File: src/hdl/mpsb_ram.sv
// Generic simple dual-port RAM: one write port, one registered read port.
// No dependencies.
module mpsb_ram #(
  parameter int WIDTH = 8,
  parameter int DEPTH = 16,
  localparam int AW = (DEPTH > 1) ? $clog2(DEPTH) : 1
) (
  input  logic             clk,
  input  logic             we,
  input  logic [AW-1:0]    waddr,
  input  logic [WIDTH-1:0] wdata,
  input  logic             re,
  input  logic [AW-1:0]    raddr,
  output logic [WIDTH-1:0] rdata
);

  logic [WIDTH-1:0] mem [DEPTH];
  logic [WIDTH-1:0] rdata_r;

  // Write and registered read
  always_ff @(posedge clk) begin
    if (we) begin
      mem[waddr] <= wdata;
    end
    if (re) begin
      rdata_r <= mem[raddr];
    end
  end

  assign rdata = rdata_r;

endmodule

File: config.mk
export PLATFORM = sky130hd
export DESIGN_NAME = mpsb_ram
export DESIGN_NICKNAME = d
export VERILOG_FILES = /design/src/hdl/mpsb_ram.sv
export SDC_FILE = /design/constraint.sdc
export NUM_CORES = 1
export LEC_CHECK = 0
export ABC_AREA = 1
export BUFFER_PORTS_ARGS = -buffer_cell sky130_fd_sc_hd__buf_2
export CAP_MARGIN = 40
export CORE_ASPECT_RATIO = 0.9
export CORE_MARGIN = 8
export CORE_UTILIZATION = 60
export CTS_BUF_LIST = sky130_fd_sc_hd__clkbuf_4
export DETAILED_ROUTE_END_ITERATION = 10
export PLACE_DENSITY = 0.83
export SLEW_MARGIN = 10
export SYNTH_ARGS = -nofsm -noshare
export SYNTH_HDL_FRONTEND = slang
export SYNTH_SLANG_ARGS = --single-unit
File: constraint.sdc
create_clock -name clk -period 3.6 [get_ports clk]
set_clock_uncertainty 0.2 [all_clocks]
set_input_delay 0.36 -clock clk [delete_from_list [all_inputs] [get_ports clk]]
set_output_delay 0.36 -clock clk [all_outputs]
set_load 0.01 [all_outputs]
==> results of run 1 <==
-- placed cells by master, fill, tap and decap left out, drive strengths merged --
cell type / count
clkbuf: 19
nor2: 17
bufinv: 4
nand2: 173
inv: 102
nand3: 97
clkinv: 9
dlygate4sd3: 1
nand3b: 2
edfxtp: 136
buf: 29
-- final cells by class --
class                      instances  area (µm²)  share of cell area [%]
timing repair buffer              30         183                    2.88
clock inverter                    13         179                    2.82
tap                              126         158                    2.49
inverter                         102         383                    6.04
sequential                       136        4080                    64.4
multi-input combinational        289        1210                    19.1
clock buffer                      19         143                    2.25
-- logic make-up (layout without fill, tap and decap cells) --
| kind of cell | Yosys count | count (layout) |
|---|---|---|
| and+or+nand+nor | 289 | 289 |
| DFF | 136 | 136 |
| buffers and inverters | 126 | 164 |
-- per-stage QoR --
step	worst slack [ps]	hold WS [ps]	instances
CTS	1910	14.4	715
global route	1830	15.6	715
floorplan	2090	259	551
finish	1930	34.8	715
detailed placement	1420	532	682
global placement	1310	514	681
-- layer usage --
metal	track usage, %	vias to the layer above	share of wire, %
li1	-	1836	-
met1	24.2	1846	40
met2	32.4	198	49
met3	6.88	28	9.7
met4	6.68	0	1.8
met5	0	-	0
-- sequential cells by signal (all words and copies together) (netlist names) --
signal  cells
mem       128
rdata       8
-- critical path: stages --
cell and delay, ps:
buf_2 110, inv_2 500, buf_16 250, nand2_1 70, nand3_1 60, nand3_1 100
nand3_1 190, nand2_1 80
-- path summary, 6_finish.rpt --
path / from / to / slack, ps / cells past startpoint
worst min-delay path: wdata[2] / mem[13][2]$_DFFE_PP_ / 30 / 1
worst min register to register: mem[11][6]$_DFFE_PP_ / rdata[6]$_DFFE_PP_ / 570 / 6
worst max register to register: mem[13][7]$_DFFE_PP_ / rdata[7]$_DFFE_PP_ / 2160 / 6
worst max-delay path: raddr[0] / rdata[4]$_DFFE_PP_ / 1930 / 8
-- where the power goes --
group	switching (mW)	internal, mW
Clock	0.532	0.564
Combinational	0.154	0.0581
Sequential	0.00948	1.78
Total	0.696	2.40
==> results.yml, run 1 <==
status:
  outcome: "finished clean"
global_route:
  grt_pass1_vias: 3826
  grt_max_degree: 65
  grt_pass1_wl_mm: 19.5
  overflow: 0
  antenna_found_initial: 0
  gr-usage-all-layers_pct: 19.8
clock_tree:
  htreeDepth: 4
  cts_tree: "done"
  cts_buffers: 17
  cts.sinks: 136
  clock-root-buffer: "clkbuf_4"
  cts_buffer_depth: 2
  clock_latency_ps: 510
  cts_hold_buf: 1
  postCtsSetupRepairBufs: 0
  cts_resized: 0
  clk_pin_slew_ps: 120
routing:
  dr.pass1.iters: 5
  drt_iter0_drc: 380
  ant_nets: 0
  vias_per_cell: 5.47
  wirelength_mm: 12.6
  wl_per_cell_um: 17.6
  drc_errors: 0
  vias: 3908
pwr:
  cellLeakagePower_nw: 2.73
  power.total_mw: 3.10
  ir_drop_mv: 0.303
  powerDensity_nw_per_um2: 489
synthesis:
  synth_most_common_cell: "nand2_1"
  synth_top_cell_area_share_pct: 69.8
  synth.area.top_cells: "edfxtp_1, nand2_1, nand3_1, inv_1, buf_6"
  synthSimpleGateAreaFrac_pct: 20.8
  syn_inst: 551
  synth_compound_area_share_pct: 0
  netlist_top_cells_count: "nand2_1, edfxtp_1, inv_1"
  ys_types: 11
  synth_seq_area_share_pct: 69.8
  syn_nets: 570
  synth_top_family_by_area: "simple AND/OR/NAND/NOR gates"
  yosys_warnings: 0
  synth_fa_ha_area_share_pct: 0
  syn_area_um2: 5850
  ys_async_sr_fraction_pct: 0
  synth_flop_cell: "edfxtp_1"
  synth-edff-count: 136
  avgSynthCellArea_um2: 10.6
  synth_area_leader_cell: "edfxtp_1"
  synth-xor-area-share_pct: 0
  synth_mux_area_share_pct: 0
  synth-seq-cells: 136
final_layout:
  finalNetCount: 595
  n_fill_cell: 706
  drive_gt1_share_pct: 10.5
  area.growth.synth_to_final_pct: 8.47
  final_util_pct: 66.3
  postLayoutCellArea_um2: 6340
  antenna_cells: 0
floorplanning:
  die_x_um: 120
  pin_count: 27
  coreArea_um2: 9570
  std_cell_rows: 34
  die_h_um: 110
  die-area_um2: 13200
  start_util_pct: 61.1
critical_path:
  critical_path.max_fanout: 37
  cp-end-kind: "flip-flop"
  crit_required_ps: 3670
  startpoint_type: "primary input"
  timing_worst_setup_path_type: "in2reg"
  critical_path_arrival_ps: 1740
sta:
  fin_tns_setup_ps: 0
  tightest_slew_ps: 852
  slew_headroom_pct: 43.0
  timing.final.crit_share_pct: 46.5
  min_period_ps: 1670
  setup_viol: 0
  final-hold-violation-count: 0
  rsz0062_at_grt: "no"
  slew_viol_final: 0
  clock.fmax_mhz: 598
placement:
  portBuffers: 26
  place_area_um2: 6010
  gp_congestion: 0.844
  post-dp-hpwl_mm: 7.55
job:
  maxCapViolCount: 0
min_path:
  hold_path_class: "in2reg"
(Power assumes the default switching activity.)
==> inputs of run 2 (changes only) <==
- clock period: 3.6 -> 1.6 ns (I/O delays scaled with it)
==> run 2 against run 1 <==
Against the previous run:
- sequential power grew 130%
- die area is the same
- design area grew 3.9%
- sequential share of layout area shrank 2.4 points
- non-clock buffer count grew 32
- via count grew 2.9%
- cell count grew 4.5%
- largest power group unchanged
- highest routed layer unchanged
==> results.yml, run 2 (same netlist as run 1, synthesis figures left out) <==
min_path:
  hold_path_class: "in2reg"
sta:
  rsz0062_at_grt: "no"
  clock.fmax_mhz: 660
  final-hold-violation-count: 0
  tightest_slew_ps: 598
  slew_headroom_pct: 60.1
  setup_viol: 0
  timing.final.crit_share_pct: 94.6
  slew_viol_final: 0
  min_period_ps: 1510
  fin_tns_setup_ps: 0
critical_path:
  crit_top_cell: "nand3_1"
  reg2reg_to: "rdata[0]$_DFFE_PP_"
  crit_required_ps: 1700
  slowest_delay_ps: 540
  critical_path.max_fanout: 17
  rr_startpoint: "mem[6][0]$_DFFE_PP_"
  crit_chain: "dlygate4sd3_1 > buf_2 > inv_1 > buf_4 > nand3_1 > nand3_1 > nand2_1"
  startpoint: "raddr[2]"
  startpoint_type: "primary input"
  crit_end: "rdata[7]$_DFFE_PP_"
  rrSetupSlack_ps: 220
  critPathBufInv: 4
  cp-end-kind: "flip-flop"
  crit_slowest_cell: "dlygate4sd3_1"
  crit_family: "buffers and inverters"
  path_depth: 7
  rr_worst_depth: 6
  timing_worst_setup_path_type: "in2reg"
  critical_path_arrival_ps: 1620
floorplanning:
  die-area_um2: 13200
  die_h_um: 110
  coreArea_um2: 9570
  start_util_pct: 61.1
  std_cell_rows: 34
  pin_count: 27
  die_x_um: 120
clock_tree:
  cts_resized: 0
  cts_buffer_depth: 2
  clock_latency_ps: 540
  cts_buffers: 17
  htreeDepth: 4
  clock-root-buffer: "clkbuf_4"
  cts.sinks: 136
  clk_pin_slew_ps: 120
  cts_tree: "done"
global_route:
  grt_max_degree: 65
  grt_pass1_wl_mm: 20.3
  overflow: 0
  gr-usage-all-layers_pct: 20.6
  antenna_found_initial: 0
  grt_pass1_vias: 4018
routing:
  drt_iter0_drc: 540
  ant_nets: 0
  drc_errors: 0
  wl_per_cell_um: 17.4
  dr.pass1.iters: 6
  wirelength_mm: 13.0
  vias_per_cell: 5.38
  vias: 4022
final_layout:
  largest_reg_flops: 128
  final_common_cell: "nand2_1"
  finalNetCount: 627
  n_fill_cell: 717
  final_cell_mix: "nand2_1, edfxtp_1, inv_1"
  drive_gt1_share_pct: 13.5
  top_register: "mem"
  antenna_cells: 0
  area.growth.synth_to_final_pct: 12.7
placement:
  portBuffers: 26
  gp_congestion: 0.861
  post-dp-hpwl_mm: 8.09
pwr:
  ir_drop_mv: 0.697
  powerDensity_nw_per_um2: 1040
  cellLeakagePower_nw: 2.86
  power.total_mw: 6.83
job:
  maxCapViolCount: 0
status:
  outcome: "finished clean"
[run 2: where the power goes]
part           internal (mW)  switching [mW]
Clock                  0.976            1.31
Combinational          0.167           0.352
Sequential              4.01          0.0225
[run 2: timing repair]
action,4_1_cts,5_1_grt
hold buffers,11,0
setup buffers,0,0
hold endpoints to repair,144,0
[run 2: metrics by stage]
step	utilization, %	area, µm²	worst slack, ps	hold WS [ps]	cells
after floorplan	-	5850	289	58.9	551
after detailed placement	64.7	6190	13.4	332	704
after global routing	68.9	6590	58.6	39.1	747
after CTS	68.9	6590	80.4	26.5	747
after global placement	64.7	6190	67.8	323	704
final	68.9	6590	85.9	49.4	747
[run 2: cell type report]
cell class,count,area (µm²),share of cell area (%)
sequential,136,4080,62.0
multi-input combinational,289,1210,18.4
timing repair buffer,62,465,7.06
inverter,102,383,5.81
tap,126,158,2.39
clock inverter,13,145,2.20
clock buffer,19,143,2.16
[run 2: worst register-to-register path: cells and delay by family (launching register included)]
kind | cells | cell delay [ps]
flops | 1 | 420
buf+inv | 1 | 70
simple gates | 5 | 440
[run 2: worst min-delay path by stage]
stage / from / end / slack, ps / depth (start not counted)
6_report: we / mem[0][2]$_DFFE_PP_ / 50 / 4
5_1_grt: we / mem[7][1]$_DFFE_PP_ / 40 / 4
4_1_cts: we / mem[0][5]$_DFFE_PP_ / 30 / 4
3_5_place_dp: re / rdata[7]$_DFFE_PP_ / 330 / 1
3_3_place_gp: re / rdata[1]$_DFFE_PP_ / 320 / 1
2_1_floorplan: wdata[0] / mem[0][0]$_DFFE_PP_ / 60 / 0
[run 2: per-layer routing]
metal  global-route usage [%]  part of all wire (%)  wire [µm]
met1                     25.4                    41       5270
met2                     33.6                    48       6170
met3                     5.60                   9.0       1170
met4                     9.80                   2.9        380
met5                        0                     0          0
==> inputs of run 3 (changes only) <==
- CTS_CLUSTER_DIAMETER: unset -> 120
- GPL_TIMING_DRIVEN: unset -> 0
- PLACE_DENSITY: 0.83 -> unset
- PLACE_DENSITY_LB_ADDON: unset -> 0.15
==> run 3 against run 2 <==
Against the previous run:
- wire length rose by 3.8%
- critical path depth did not move
- clock-buffer cell count fell by 2
- sequential share of layout area rose by 0.70 points
- cell count fell by 0.40%
- via count fell by 1.5%
- non-clock buffer count fell by 3
- utilization fell by 0.77 points
==> results.yml, run 3 (same netlist as run 1, synthesis figures left out) <==
status:
  outcome: "finished clean"
final_layout:
  top_register: "mem"
  final_common_cell: "nand2_1"
  final_util_pct: 68.1
  finalNetCount: 624
  fin_cells: 744
  n_fill_cell: 690
  antenna_cells: 0
  postLayoutCellArea_um2: 6520
  area.growth.synth_to_final_pct: 11.5
  drive_gt1_share_pct: 12.5
  largest_reg_flops: 128
  final_cell_mix: "nand2_1, edfxtp_1, inv_1"
clock_tree:
  cts.sinks: 136
  cts_buffers: 17
  cts_tree: "done"
  cts_resized: 0
  clk_pin_slew_ps: 120
  htreeDepth: 4
  clock-root-buffer: "clkbuf_4"
  cts_buffer_depth: 2
  clock_latency_ps: 540
job:
  maxCapViolCount: 0
routing:
  wirelength_mm: 13.5
  wl_per_cell_um: 18.1
  vias: 3962
  ant_nets: 0
  drt_iter0_drc: 582
  vias_per_cell: 5.33
  drc_errors: 0
  dr.pass1.iters: 5
critical_path:
  rr_startpoint: "mem[6][3]$_DFFE_PP_"
  critical_path_arrival_ps: 1560
  rrSetupSlack_ps: 230
  startpoint: "raddr[2]"
  crit_top_cell: "nand3_1"
  slowest_delay_ps: 530
  crit_family: "buffers and inverters"
  critical_path.max_fanout: 10
  crit_required_ps: 1700
  cp-end-kind: "flip-flop"
  critPathBufInv: 4
  crit_slowest_cell: "dlygate4sd3_1"
  crit_chain: "dlygate4sd3_1 > buf_2 > inv_1 > buf_4 > nand3_1 > nand3_1 > nand2_1"
  timing_worst_setup_path_type: "in2reg"
  startpoint_type: "primary input"
floorplanning:
  start_util_pct: 61.1
  die_h_um: 110
  die_x_um: 120
  pin_count: 27
  std_cell_rows: 34
  coreArea_um2: 9570
  die-area_um2: 13200
sta:
  timing.final.crit_share_pct: 91.2
  min_period_ps: 1460
  slew_headroom_pct: 41.6
  tightest_slew_ps: 873
  fin_ws_ps: 141
  slew_viol_final: 0
  rsz0062_at_grt: "no"
  fin_tns_setup_ps: 0
  setup_viol: 0
  final-hold-violation-count: 0
  clock.fmax_mhz: 685
  hold_slack_ps: 31.0
pwr:
  pwr-share-seq_pct: 59.1
  cellLeakagePower_nw: 2.81
  powerDensity_nw_per_um2: 1040
  clkPwrFrac_pct: 32.9
  power.total_mw: 6.81
  ir_drop_mv: 0.635
  p_int_mw: 5.10
  power_switching_mw: 1.70
  combPwrFrac_pct: 8.0
  p_sw_share_pct: 25.0
global_route:
  overflow: 0
  gr-usage-all-layers_pct: 21.7
  grt_pass1_wl_mm: 20.5
  antenna_found_initial: 0
  grt_max_degree: 17
  grt_pass1_vias: 3768
placement:
  portBuffers: 23
  place_area_um2: 6120
  gp_congestion: 0.922
  dpl.cell_count: 700
  post-dp-hpwl_mm: 8.92
  preCtsSetupSlack_ps: -263
min_path:
  min_from: "waddr[1]"
  hold_path_class: "in2reg"
-- run 3: changes by cell type in the layout (fill, tap and decap cells not counted), sizes merged --
cell | previous run | this run
buf | 51 | 47
clkinv | 2 | 5
clkbuf | 19 | 17
clkinvlp | 5 | 4
dlygate4sd3 | 11 | 12
-- run 3: layout make-up --
type                       count  area, µm²  area share (%)
clock inverter                15        150            2.30
tap                          126        158            2.42
inverter                     102        383            5.87
clock buffer                  17        128            1.96
sequential                   136       4080            62.7
buffer                        24        166            2.55
timing repair buffer          35        235            3.61
multi-input combinational    289       1210            18.6
-- run 3: power by group through the flow --
stage                     sequential [mW]  clock, mW  combinational (mW)
final                                4.02       2.24               0.542
after global routing                 4.03       2.38               0.588
after CTS                            4.03       2.24               0.534
after detailed placement             4.11          0               0.507
after global placement               4.10          0               0.499
after floorplan                      4.11          0               0.281
-- run 3: per-layer routing --
metal	vias up	part of all wire, %	global-route usage, %
met5	-	0	0
met4	0	2.3	10.2
met3	26	10	5.85
met2	205	44	31.5
met1	1832	44	30.2
li1	1899	-	-
-- run 3: tightest hold or removal path, delay by kind of cell --
family	cells	cell delay (ps)
simple gates	2	290
buf+inv	1	110
-- run 3: path summary, 6_finish.rpt --
| kind | end | cells after the start |
|---|---|---|
| max | rdata[3]$_DFFE_PP_ | 7 |
| min | mem[11][4]$_DFFE_PP_ | 3 |
| max reg2reg | rdata[3]$_DFFE_PP_ | 6 |
| min reg2reg | rdata[1]$_DFFE_PP_ | 6 |
-- run 3: repair_timing --
action	4_1_cts	5_1_grt
setup endpoints to repair	0	0
hold buffers	12	0
setup buffers	0	0
endpoints found under the hold margin	143	0
